--- config.mk ---
export PLATFORM = sky130hd
export DESIGN_NAME = prt_prep
export DESIGN_NICKNAME = d
export VERILOG_FILES = /design/src/hdl/prt_pkg.sv /design/src/hdl/prt_prep.sv
export SDC_FILE = /design/constraint.sdc
export NUM_CORES = 1
export LEC_CHECK = 0
export BUFFER_PORTS_ARGS = -buffer_cell sky130_fd_sc_hd__clkbuf_2
export CORE_MARGIN = 3
export CORE_UTILIZATION = 30
export CTS_BUF_LIST = sky130_fd_sc_hd__clkbuf_8
export DETAILED_ROUTE_END_ITERATION = 8
export GPL_TIMING_DRIVEN = 0
export SYNTH_ARGS = -nofsm -noshare
export SYNTH_HDL_FRONTEND = slang
export SYNTH_SLANG_ARGS = --single-unit
--- constraint.sdc ---
create_clock -name i_clk -period 18.9 [get_ports i_clk]
set_clock_uncertainty 0.2 [all_clocks]
set_input_delay 0 -clock i_clk [delete_from_list [all_inputs] [get_ports i_clk]]
set_output_delay 0 -clock i_clk [all_outputs]
set_load 0.02 [all_outputs]
--- src/hdl/prt_pkg.sv ---
package prt_pkg;

    localparam int COORD_W     = 32;
    localparam int ANGLE_W     = 16;
    localparam int TRIG_STAGES = 16;
    localparam int TRIG_Q      = 30;
    localparam int COEF_FRAC   = ((61 - COORD_W) < TRIG_Q) ? (61 - COORD_W) : TRIG_Q;
    localparam int TURN_W      = 32;
    localparam int CORDIC_W    = TRIG_Q + 4;
    localparam int Z_W         = TURN_W + 2;
    localparam int COEF_W      = COEF_FRAC + 3;
    localparam int DIFF_W      = COORD_W + 1;
    localparam int PROD_W      = DIFF_W + COEF_W;
    localparam int SUM_W       = PROD_W + 1;
    localparam int RES_W       = SUM_W - COEF_FRAC + 1;
    localparam int ATAN_N      = 24;
    localparam int IN_TDATA_W  = ((6 * COORD_W + ANGLE_W + 7) / 8) * 8;
    localparam int OUT_TDATA_W = ((3 * COORD_W + 7) / 8) * 8;

    localparam logic signed [CORDIC_W-1:0] CORDIC_GAIN = CORDIC_W'(652032874);

    localparam logic [1:0] OP_XY   = 2'd0;
    localparam logic [1:0] OP_YZ   = 2'd1;
    localparam logic [1:0] OP_ZX   = 2'd2;
    localparam logic [1:0] OP_NONE = 2'd3;

    typedef struct packed {
        logic                      flip;
        logic signed [CORDIC_W-1:0] x;
        logic signed [CORDIC_W-1:0] y;
        logic signed [Z_W-1:0]      z;
    } t_cordic;

    typedef struct packed {
        logic [1:0]                op;
        logic signed [COORD_W-1:0] px;
        logic signed [COORD_W-1:0] py;
        logic signed [COORD_W-1:0] pz;
        logic signed [COORD_W-1:0] ca;
        logic signed [COORD_W-1:0] cb;
        logic signed [DIFF_W-1:0]  da;
        logic signed [DIFF_W-1:0]  db;
    } t_side;

    function automatic logic signed [Z_W-1:0] atan_turn(input int unsigned idx);
        logic [31:0] v;
        case (idx)
            0:       v = 32'h20000000;
            1:       v = 32'h12E4051E;
            2:       v = 32'h09FB385B;
            3:       v = 32'h051111D4;
            4:       v = 32'h028B0D43;
            5:       v = 32'h0145D7E1;
            6:       v = 32'h00A2F61E;
            7:       v = 32'h00517C55;
            8:       v = 32'h0028BE53;
            9:       v = 32'h00145F2F;
            10:      v = 32'h000A2F98;
            11:      v = 32'h000517CC;
            12:      v = 32'h00028BE6;
            13:      v = 32'h000145F3;
            14:      v = 32'h0000A2FA;
            15:      v = 32'h0000517D;
            16:      v = 32'h000028BE;
            17:      v = 32'h0000145F;
            18:      v = 32'h00000A30;
            19:      v = 32'h00000518;
            20:      v = 32'h0000028C;
            21:      v = 32'h00000146;
            22:      v = 32'h000000A3;
            23:      v = 32'h00000051;
            default: v = 32'h00000000;
        endcase
        return {{(Z_W-32){1'b0}}, v};
    endfunction

endpackage

--- src/hdl/prt_prep.sv ---
module prt_prep (
    input  logic                              i_clk,
    input  logic                              i_rst_n,
    input  logic                              i_valid,
    output logic                              o_ready,
    input  logic [1:0]                        i_op,
    input  logic signed [prt_pkg::COORD_W-1:0] i_px,
    input  logic signed [prt_pkg::COORD_W-1:0] i_py,
    input  logic signed [prt_pkg::COORD_W-1:0] i_pz,
    input  logic signed [prt_pkg::COORD_W-1:0] i_cx,
    input  logic signed [prt_pkg::COORD_W-1:0] i_cy,
    input  logic signed [prt_pkg::COORD_W-1:0] i_cz,
    input  logic [prt_pkg::ANGLE_W-1:0]        i_angle,
    output logic                              o_valid,
    input  logic                              i_ready,
    output prt_pkg::t_cordic                  o_st,
    output prt_pkg::t_side                    o_side
);
    import prt_pkg::*;

    logic                      r_valid;
    t_cordic                   r_st;
    t_side                     r_side;
    t_cordic                   n_st;
    t_side                     n_side;
    logic [TURN_W-1:0]         turn;
    logic [TURN_W-1:0]         folded;
    logic signed [COORD_W-1:0] pa;
    logic signed [COORD_W-1:0] pb;
    logic signed [COORD_W-1:0] ca;
    logic signed [COORD_W-1:0] cb;

    assign o_ready = !r_valid || i_ready;

    always_comb begin
        turn   = {i_angle, {(TURN_W-ANGLE_W){1'b0}}};
        n_st.flip = (turn[TURN_W-1:TURN_W-2] == 2'd1) || (turn[TURN_W-1:TURN_W-2] == 2'd2);
        folded = {turn[TURN_W-1] ^ n_st.flip, turn[TURN_W-2:0]};
        n_st.x = CORDIC_GAIN;
        n_st.y = '0;
        n_st.z = {{(Z_W-TURN_W){folded[TURN_W-1]}}, folded};

        case (i_op)
            OP_XY: begin
                pa = i_px; pb = i_py; ca = i_cx; cb = i_cy;
            end
            OP_YZ: begin
                pa = i_py; pb = i_pz; ca = i_cy; cb = i_cz;
            end
            OP_ZX: begin
                pa = i_px; pb = i_pz; ca = i_cx; cb = i_cz;
            end
            default: begin
                pa = '0; pb = '0; ca = '0; cb = '0;
            end
        endcase

        n_side.op = i_op;
        n_side.px = i_px;
        n_side.py = i_py;
        n_side.pz = i_pz;
        n_side.ca = ca;
        n_side.cb = cb;
        n_side.da = DIFF_W'(pa) - DIFF_W'(ca);
        n_side.db = DIFF_W'(pb) - DIFF_W'(cb);
    end

    always_ff @(posedge i_clk) begin
        if (!i_rst_n) begin
            r_valid <= 1'b0;
        end else if (o_ready) begin
            r_valid <= i_valid;
        end
    end

    always_ff @(posedge i_clk) begin
        if (o_ready) begin
            r_st   <= n_st;
            r_side <= n_side;
        end
    end

    assign o_valid = r_valid;
    assign o_st    = r_st;
    assign o_side  = r_side;

endmodule

Yosys cells after proc, flatten, opt, wreduce, memory -nomap -nowiden. Cells that the tools add are included.

Register bits: 246. Input bits: 214. Output and inout port bits: 333. Word-level logic and storage cells: 28.

$add $sub $neg: 2. Equal/unequal tests: 4. Muxes and demuxes: 4. Bitwise logic cells: 1. Reduce and logical (&&, ||, !) cells: 6.

Operators by type and width (number): one-hot mux 32 bit (2 select lines) (4); subtractor 32 x 32 -> 33 bit (2); == test 2 x 1 -> 1 bit (second input constant) (2); == test 2 bit (second input constant) (2); OR reduction 2 bit (2); zero test 2 bit (1); logical OR 1 bit (2); zero test 1 bit (1); XOR 1 bit (1).

Longest topological paths before layout. Gate-level depths: netlist of the first run.

Word-level depth: 4. Gate-level depth with buffers: 19. Gate-level depth less buffers: 17.

Worst setup path before layout of the first run. OpenSTA, ideal clock, no wires.

Path kind: register to register. Start point: register r_valid, in the netlist o_valid. End point: register r_valid, in the netlist o_valid. Setup time: 0.422 ns. Arrival time: 6.649 ns. Data required time: 18.278 ns. Slack: 11.629 ns. Stages on the path, launching flop included: 3. Path buffers: 0. Clock period less this slack: 7.271 ns. Cells stage by stage: dfxtp_1 > nand2b_1 > a21boi_0.

Word-level cells in the longest chain between the ends: 2.

Ends and longest elaborated chain: from (decl) (RTL line prt_prep.sv:21) `logic r_valid;`; from (signal assigned) (RTL line prt_prep.sv:72) `r_valid <= i_valid;`; zero test 1 bit (RTL line prt_prep.sv:33) `assign o_ready = !r_valid || i_ready;`; logical OR 1 bit (RTL line prt_prep.sv:33); named net o_ready (RTL line prt_prep.sv:5) `output logic o_ready,`.

The timed path passes the listed nets, and every way through them passes these cells. A chain may end at the register's enable or synchronous reset.

==> out/metrics.yaml, run 1 <==
setup_path:
  crit_path_start_kind: "input port"
  depth_of_the_worst_register_to_register_path: 3
  regToRegSetupSlack_ps: 16610
  critical_path_arrival_ps: 6110
  r2r-end: "o_side[73]$_DFFE_PP_"
  critical-path-slowest-cell: "sky130_fd_sc_hd__clkbuf_1"
  crit-reg2reg-launch: "o_valid$_SDFFE_PN0P_"
  timing.critical_path.cells: "dlygate4sd3_1 -> clkbuf_2 -> inv_1 -> ha_1 -> clkbuf_1 -> clkbuf_1 -> buf_1 -> a22oi_1 -> dlygate4sd3_1 -> nor2_1 -> ha_1 -> inv_1 -> fa_1 -> a211oi_1 -> o21ai_0 -> nand3_1 -> nand4b_1 -> a31oi_1 -> o21bai_1 -> a21o_1 -> a21oi_1 -> xnor2_1"
  critical_path_peak_fanout: 10
  criticalPathCategory: "input port to register"
  critical_path.endpoint_type: "register"
  timing.critical_path.max_delay_family: "buffers and inverters"
  cp.buffers_inverters: 8
  max_stage_delay_ps: 610
  critical_path_required_ps: 19050
grt:
  globalRouteOverflowTotal: 0
  grt_max_degree: 73
  antenna_found_initial: 3
  grt_usage: 0.2311
  grt_first_pass_wirelength_um: 81970
  first_global_vias: 13570
timing:
  setup_viol: 0
  timing_max_transition_violations_final: 0
  min_period_ps: 5963
  post-route-period-util: 0.3155
  timing.slew.headroom: 0.2398
  timing_worst_slew_pin_value_ps: 1137
  hold_violations: 0
  max_freq_mhz: 167.7
  timing.setup.tns_ps: 0
  grt_setup_unrepaired: "false"
route:
  total_routed_wirelength_um: 57040
  iteration_0_drc_markers: 1102
  vias: 13210
  avgViaCountPerCell: 4.780
  detail-route-antenna-nets: 0
  wire_per_inst_um: 20.64
  drc_errors: 0
  first_pass_iters: 5
synthesis:
  netlist.area_leader.share: 0.5490
  synth_cell_types: 60
  asyncSetResetFlopFracSynth: 0
  synthesis.instances: 1196
  avgSynthCellArea_sq_um: 11.21
  yosysTopAreaCell: "sky130_fd_sc_hd__edfxtp_1"
  synth_warnings: 0
  mappedNetlistArea_sq_mm: 0.01340
  yosys_register_bits: 246
  netlist_top_cells_area: "sky130_fd_sc_hd__edfxtp_1 55%, sky130_fd_sc_hd__ha_1 6.3%, sky130_fd_sc_hd__a22oi_1 5.5%, sky130_fd_sc_hd__buf_4 4.8%, sky130_fd_sc_hd__a21o_1 3.4%"
  synth_top_flop_cell: "sky130_fd_sc_hd__edfxtp_1"
  synth_sequential_area_ratio: 0.5505
  synth_enable_flop_cells: 245
power_and_ir_drop:
  power_mw: 1.902
  power_report.internal_total_mw: 1.233
  p_sw_frac: 0.3518
  power_density_mw_per_mm2: 89.64
  share_comb_of_total_power: 0.346
  net-switching-power_mw: 0.6691
  sequentialPowerShare: 0.388
  total_leakage_power_nw: 9.999
  power.clock.fraction: 0.267
  worst_ir_drop_on_vdd_mv: 0.04052
layout:
  multiInputGateArea_sq_mm: 0.005169
  nFillCells: 4018
  nNetsFinal: 2424
  final-seq-area_sq_mm: 0.007377
  area.growth.synth_to_final_pct: 58.31
  layout-drive-gt1-share: 0.3067
floorplan:
  die_area_sq_mm: 0.04724
  start_util: 0.3077
  num_io_pins: 547
  floorplan.rows: 76
  core_area_sq_mm: 0.04355
  dieWidth_um: 217.4
  fp.dieH_um: 217.4
worst_hold_path:
  worstHoldEndpoint: "o_side[186]$_DFFE_PP_"
  hp-class: "input port to register"
  hold_crit_depth: 2
  startpoint_of_the_worst_hold_path: "i_py[24]"
placement:
  place.gp.congestion: 0.9019
  place.detailed.hpwl_um: 41920
  numPortBuffers: 462
clock_tree:
  cts_tree: "yes"
  clk_pin_slew_ps: 70
  clock_latency_ps: 590
  post_cts_resized: 0
  cts-htree-levels: 2
  cts_made_buffers: 46
  cts-root-buf: "sky130_fd_sc_hd__clkbuf_8"
  clock_path_buffers: 3
  sinks_on_clock_net: 246
flow_run:
  maxCapViolCount: 0
run_status:
  run_status: "complete, no violations"
## routing by layer
metal  routed length, um  GRT usage
met5                  10          0
met2               27200     0.3901
met1               22940     0.2889
met3                4507    0.04859
met4                2382    0.09459
## logic make-up after synthesis
group,share of synthesized area
AOI/OAI and AO/OA,0.1581
and+or+nand+nor,0.1018
DFF,0.5505
buffers and inverters,0.08739
adders and majority gates,0.06647
xor gates and xnor gates,0.03529
other,0.0005604
## sequential cells by signal, indices dropped and copies added, names as in the netlist
signal   flops
o_side     228
o_st        17
o_valid      1
## worst max path at each step
stage	cells after the start	slack (ps)	to	start
after global placement	3	8980	o_valid$_SDFFE_PN0P_	i_ready
after global routing	22	12530	o_side[28]$_DFFE_PP_	i_op[1]
final	22	12940	o_side[28]$_DFFE_PP_	i_op[1]
after detailed placement	20	13330	o_side[28]$_DFFE_PP_	i_op[0]
after CTS	22	12920	o_side[28]$_DFFE_PP_	i_op[0]
after floorplan	2	11630	o_valid$_SDFFE_PN0P_	o_valid$_SDFFE_PN0P_
## synthesized netlist by cell type (3+ instances only)
library cell / number
sky130_fd_sc_hd__nand4_1: 11
sky130_fd_sc_hd__buf_4: 86
sky130_fd_sc_hd__or2_2: 38
sky130_fd_sc_hd__nand2_1: 93
sky130_fd_sc_hd__a31oi_1: 9
sky130_fd_sc_hd__ha_1: 68
sky130_fd_sc_hd__xnor2_1: 33
sky130_fd_sc_hd__nand3_1: 13
sky130_fd_sc_hd__buf_2: 5
sky130_fd_sc_hd__edfxtp_1: 245
sky130_fd_sc_hd__o21bai_1: 7
sky130_fd_sc_hd__clkbuf_1: 37
sky130_fd_sc_hd__a21boi_0: 3
sky130_fd_sc_hd__a21oi_1: 46
sky130_fd_sc_hd__xor2_1: 21
sky130_fd_sc_hd__a21oi_2: 3
sky130_fd_sc_hd__buf_1: 12
sky130_fd_sc_hd__nor2b_1: 6
sky130_fd_sc_hd__a22oi_1: 98
sky130_fd_sc_hd__and3_1: 4
sky130_fd_sc_hd__nor3_1: 8
sky130_fd_sc_hd__nand2b_1: 8
sky130_fd_sc_hd__a211oi_1: 11
sky130_fd_sc_hd__a21o_1: 60
sky130_fd_sc_hd__nor2_1: 105
sky130_fd_sc_hd__o21a_1: 8
sky130_fd_sc_hd__inv_1: 83
sky130_fd_sc_hd__o21ai_0: 31
sky130_fd_sc_hd__o22ai_1: 3
## cells in the final DEF (no fill, tap or decap), types with 6 or more instances in the layout
master	instances
sky130_fd_sc_hd__conb_1	84
sky130_fd_sc_hd__nor2_1	105
sky130_fd_sc_hd__inv_1	97
sky130_fd_sc_hd__edfxtp_1	245
sky130_fd_sc_hd__clkbuf_8	49
sky130_fd_sc_hd__a22oi_1	98
sky130_fd_sc_hd__clkbuf_2	463
sky130_fd_sc_hd__buf_1	12
sky130_fd_sc_hd__nand2_1	93
sky130_fd_sc_hd__nand2b_1	7
sky130_fd_sc_hd__clkinv_1	10
sky130_fd_sc_hd__a21oi_1	46
sky130_fd_sc_hd__dlygate4sd3_1	349
sky130_fd_sc_hd__o21a_1	8
sky130_fd_sc_hd__a211oi_1	11
sky130_fd_sc_hd__ha_1	68
sky130_fd_sc_hd__or2_2	38
sky130_fd_sc_hd__nand3_1	13
sky130_fd_sc_hd__nor2b_1	6
sky130_fd_sc_hd__o21bai_1	7
sky130_fd_sc_hd__nand4_1	11
sky130_fd_sc_hd__nor3_1	8
sky130_fd_sc_hd__xnor2_1	33
sky130_fd_sc_hd__o21ai_0	31
sky130_fd_sc_hd__buf_4	86
sky130_fd_sc_hd__a21o_1	60
sky130_fd_sc_hd__xor2_1	21
sky130_fd_sc_hd__a31oi_1	9
sky130_fd_sc_hd__clkbuf_1	37
## final cells by class
| type | count | area share |
|---|---|---|
| Sequential cell | 246 | 0.3477 |
| Timing Repair Buffer | 814 | 0.2775 |
| Multi-Input combinational cell | 808 | 0.2436 |
| Buffer | 141 | 0.04051 |
| Tap cell | 585 | 0.03450 |
| Clock buffer | 49 | 0.03179 |
| Inverter | 83 | 0.01468 |
| Clock inverter | 34 | 0.009318 |
| Antenna cell | 3 | 0.0003538 |
## what timing repair did
item,4_1_cts,5_1_grt
hold buffers,349,0
hold endpoints to repair,230,0
buffers inserted,0,0
## through the flow
stage	setup slack [ps]	std cells	instance area (sq um)	hold slack (ps)	utilization
after floorplan	11630	1278	13710	-101.1	-
after global placement	8975	2325	16750	-23.24	0.3847
after detailed placement	13330	2328	16840	-21.37	0.3868
after CTS	12920	2760	21210	1.426	0.4870
after global routing	12530	2761	21210	7.208	0.4870
final	12940	2763	21220	53.62	0.4872
## worst register-to-register path, cell delays in order (launching register included)
cell	delay, ps
sky130_fd_sc_hd__dfxtp_1	330
sky130_fd_sc_hd__nand2b_4	620
sky130_fd_sc_hd__buf_16	400
sky130_fd_sc_hd__buf_16	320
## power by group through the flow
| stage | sequential (mW) | combinational, mW | clock [mW] |
|---|---|---|---|
| 2_1_floorplan | 0.863 | 0.262 | 0 |
| 3_3_place_gp | 0.754 | 0.582 | 0 |
| 3_5_place_dp | 0.746 | 0.584 | 0 |
| 4_1_cts | 0.737 | 0.653 | 0.517 |
| 5_1_grt | 0.744 | 0.706 | 0.543 |
| 6_report | 0.737 | 0.657 | 0.507 |
Note: power is estimated with default switching activity, not from simulation.
==> run 2, diff against run 1 <==
==> constraint.sdc (replaced) <==
create_clock -name i_clk -period 5.04 [get_ports i_clk]
set_clock_uncertainty 0.2 [all_clocks]
set_input_delay 0 -clock i_clk [delete_from_list [all_inputs] [get_ports i_clk]]
set_output_delay 0 -clock i_clk [all_outputs]
set_load 0.02 [all_outputs]
==> run 2 against run 1 <==
  * Clock-buffer cell count is 2 lower
  * Sequential share of layout area rose by 0.12 points
  * Final area is 0.33% lower
  * Non-clock buffer count is 10 lower
  * Global-route usage increased by 0.23 points
  * Cell count shrank 0.43%
  * Register-to-register slack got worse by 14000 ps
  * Combinational power rose to 3.8 times the previous value
  * Sequential cell count is the same
  * Worst setup slack got worse by 13000 ps
  * Utilization is 0.16 points lower
  * First-iteration DRC count fell by 5.8%
  * Largest power group unchanged
==> out/metrics.yaml, run 2 (synthesis results as in run 1) <==
power_and_ir_drop:
  net-switching-power_mw: 2.494  # +270%
  power.clock.fraction: 0.266  # about the same
  total_leakage_power_nw: 9.981  # -0.18%
  power_mw: 7.134  # +280%
  power_report.internal_total_mw: 4.640  # +280%
  worst_ir_drop_on_vdd_mv: 0.1520  # +280%
  share_comb_of_total_power: 0.346  # about the same
  p_sw_frac: 0.3496  # -0.002194
  sequentialPowerShare: 0.388  # about the same
  power_density_mw_per_mm2: 337.4  # +280%
route:
  total_routed_wirelength_um: 57210  # +0.30%
  avgViaCountPerCell: 4.786  # +0.12%
  drc_errors: 0  # unchanged
  vias: 13170  # -0.31%
  iteration_0_drc_markers: 1038  # -5.8%
  wire_per_inst_um: 20.80  # +0.74%
  first_pass_iters: 6  # +1
  detail-route-antenna-nets: 0  # unchanged
clock_tree:
  clk_pin_slew_ps: 60  # about the same
  clock_path_buffers: 3  # unchanged
  cts_made_buffers: 45  # -2.2%
  clock_latency_ps: 610  # +20 ps
  sinks_on_clock_net: 246  # unchanged
  cts_tree: "yes"
  cts-root-buf: "sky130_fd_sc_hd__clkbuf_8"
  cts-htree-levels: 2  # unchanged
setup_path:
  criticalPathCategory: "input port to register"
  depth_of_the_worst_register_to_register_path: 3  # unchanged
  timing.critical_path.depth: 16  # -27%
  timing.critical_path.cells: "clkbuf_2 -> inv_1 -> ha_1 -> clkbuf_1 -> a22oi_1 -> dlygate4sd3_1 -> or2_2 -> ha_1 -> a21oi_1 -> a21boi_0 -> a311o_1 -> o21ai_0 -> a211oi_1 -> o21ai_0 -> a21oi_1 -> xor2_1"
  critical_path_peak_fanout: 10  # unchanged
  regToRegSetupSlack_ps: 2700  # -13910 ps
  cp.buffers_inverters: 4  # -4
  crit-reg2reg-launch: "o_valid$_SDFFE_PN0P_"
  critical_path_arrival_ps: 5000  # -1110 ps
  max_stage_delay_ps: 630  # +20 ps
  critical_path.endpoint_type: "register"
  timing.critical_path.max_delay_family: "compound AO/OA/AOI/OAI gates"
  critical_path_required_ps: 5180  # -13870 ps
  r2r-end: "o_side[94]$_DFFE_PP_"
  crit_path_start_kind: "input port"
  critical-path-slowest-cell: "sky130_fd_sc_hd__ha_1"
placement:
  place.detailed.hpwl_um: 41810  # -0.25%
  numPortBuffers: 462  # unchanged
  dpl-instance-area_sq_mm: 0.01684  # unchanged
  place.gp.congestion: 0.9226  # +2.3%
  place.detailed.instances: 2328  # unchanged
grt:
  grtUsageMet3: 0.05445  # +0.005864
  first_global_vias: 13650  # +0.61%
  use_met1: 0.2904  # +0.001480
  grt_util_met2: 0.3979  # +0.007808
  grt_first_pass_wirelength_um: 83000  # +1.3%
  globalRouteOverflowTotal: 0  # unchanged
  grt.busiest_layer: "met2"
  grt_usage: 0.2334  # +0.002282
  antenna_found_initial: 4  # +1
  grt_max_degree: 74  # +1.4%
timing:
  max_freq_mhz: 205.7
  grt_setup_unrepaired: "false"
  post-route-period-util: 0.9643
  fin_hold_ws_ps: 44.08  # -9.547 ps
  timing_max_transition_violations_final: 0  # unchanged
  hold_violations: 0  # unchanged
  min_period_ps: 4860
  setup_viol: 0  # unchanged
  timing_worst_slew_pin_value_ps: 935.4  # -202.0 ps
  timing.slew.headroom: 0.3748  # +0.1350
floorplan:
  start_util: 0.3077  # unchanged
  core_area_sq_mm: 0.04355  # unchanged
  fp.dieH_um: 217.4  # unchanged
  die_area_sq_mm: 0.04724  # unchanged
  floorplan.rows: 76  # unchanged
  dieWidth_um: 217.4  # unchanged
  num_io_pins: 547  # unchanged
worst_hold_path:
  startpoint_of_the_worst_hold_path: "i_py[22]"
  worstHoldEndpoint: "o_side[184]$_DFFE_PP_"
  hp-class: "input port to register"
  hold_crit_depth: 2  # unchanged
layout:
  area.growth.synth_to_final_pct: 57.79
  layout-drive-gt1-share: 0.3115  # +0.004794
  finish.utilization: 0.4855  # -0.001609
  nNetsFinal: 2413  # -0.45%
  final_cell_area_sq_mm: 0.02115  # -0.33%
  leading_cell_type_in_the_layout_fill_and_taps_excluded: "sky130_fd_sc_hd__clkbuf_2"
  largest_register_ffs: 228  # unchanged
  final_cells: 2751  # -0.43%
  most-common-layout-cells: "469 x sky130_fd_sc_hd__clkbuf_2, 342 x sky130_fd_sc_hd__dlygate4sd3_1, 245 x sky130_fd_sc_hd__edfxtp_1, 105 x sky130_fd_sc_hd__nor2_1, 98 x sky130_fd_sc_hd__a22oi_1"
run_status:
  run_status: "complete, no violations"
flow_run:
  maxCapViolCount: 0  # unchanged
[run 2: cell count changes in the layout (fill, tap and decap cells not counted), moves of 2 or more]
| cell | delta |
|---|---|
| sky130_fd_sc_hd__dlygate4sd3_1 | -7 |
| sky130_fd_sc_hd__clkbuf_8 | -2 |
| sky130_fd_sc_hd__clkbuf_2 | +6 |
| sky130_fd_sc_hd__clkbuf_1 | -9 |
| sky130_fd_sc_hd__inv_1 | -2 |
[run 2: repair_timing]
action / CTS / global route
gates resized for setup: 0 / 13
setup buffers: 0 / 0
hold buffers: 342 / 0
endpoints found under the setup margin: 0 / 14
hold endpoints to repair: 227 / 0
[run 2: metal layers]
metal	part of all wire	wire [um]
met5	0.00035	20
met4	0.034	1950
met3	0.078	4462
met2	0.48	27740
met1	0.40	23040
[run 2: per-stage QoR]
step	setup slack (ps)	TNS (ps)
2_1_floorplan	791.8	0
3_3_place_gp	-517.8	-77400
3_5_place_dp	-551.8	-7665
4_1_cts	12.85	0
5_1_grt	55.95	0
6_report	179.7	0
[run 2: area by class of cell]
type	count	area, sq um
Antenna cell	2	5.005
Buffer	138	855.8
Tap cell	585	732.0
Inverter	83	311.5
Clock inverter	35	229.0
Sequential cell	246	7377
Clock buffer	47	646.9
Multi-Input combinational cell	808	5171
Fill cell	3950	22410
Timing Repair Buffer	807	5818
[run 2: worst max path at each step]
stage	start	end	slack (ps)
6_report	i_op[1]	o_side[29]$_DFFE_PP_	180
5_1_grt	i_op[1]	o_side[65]$_DFFE_PP_	60
4_1_cts	i_op[1]	o_side[65]$_DFFE_PP_	10
3_5_place_dp	i_op[1]	o_side[28]$_DFFE_PP_	-550
3_3_place_gp	i_op[0]	o_side[28]$_DFFE_PP_	-520
2_1_floorplan	o_valid$_SDFFE_PN0P_	o_valid$_SDFFE_PN0P_	790
[run 2: worst register-to-register path, cell delays in order, from the launching register on]
cell and delay, ps:
sky130_fd_sc_hd__dfxtp_1 350, sky130_fd_sc_hd__nand2b_4 570, sky130_fd_sc_hd__buf_16 350, sky130_fd_sc_hd__buf_16 430
[run 2: power by group through the flow]
stage | clock network [mW] | logic, mW | registers [mW]
2_1_floorplan | 0 | 0.983 | 3.22
3_3_place_gp | 0 | 2.18 | 2.82
3_5_place_dp | 0 | 2.20 | 2.80
4_1_cts | 1.96 | 2.45 | 2.76
5_1_grt | 2.05 | 2.65 | 2.79
6_report | 1.90 | 2.47 | 2.77
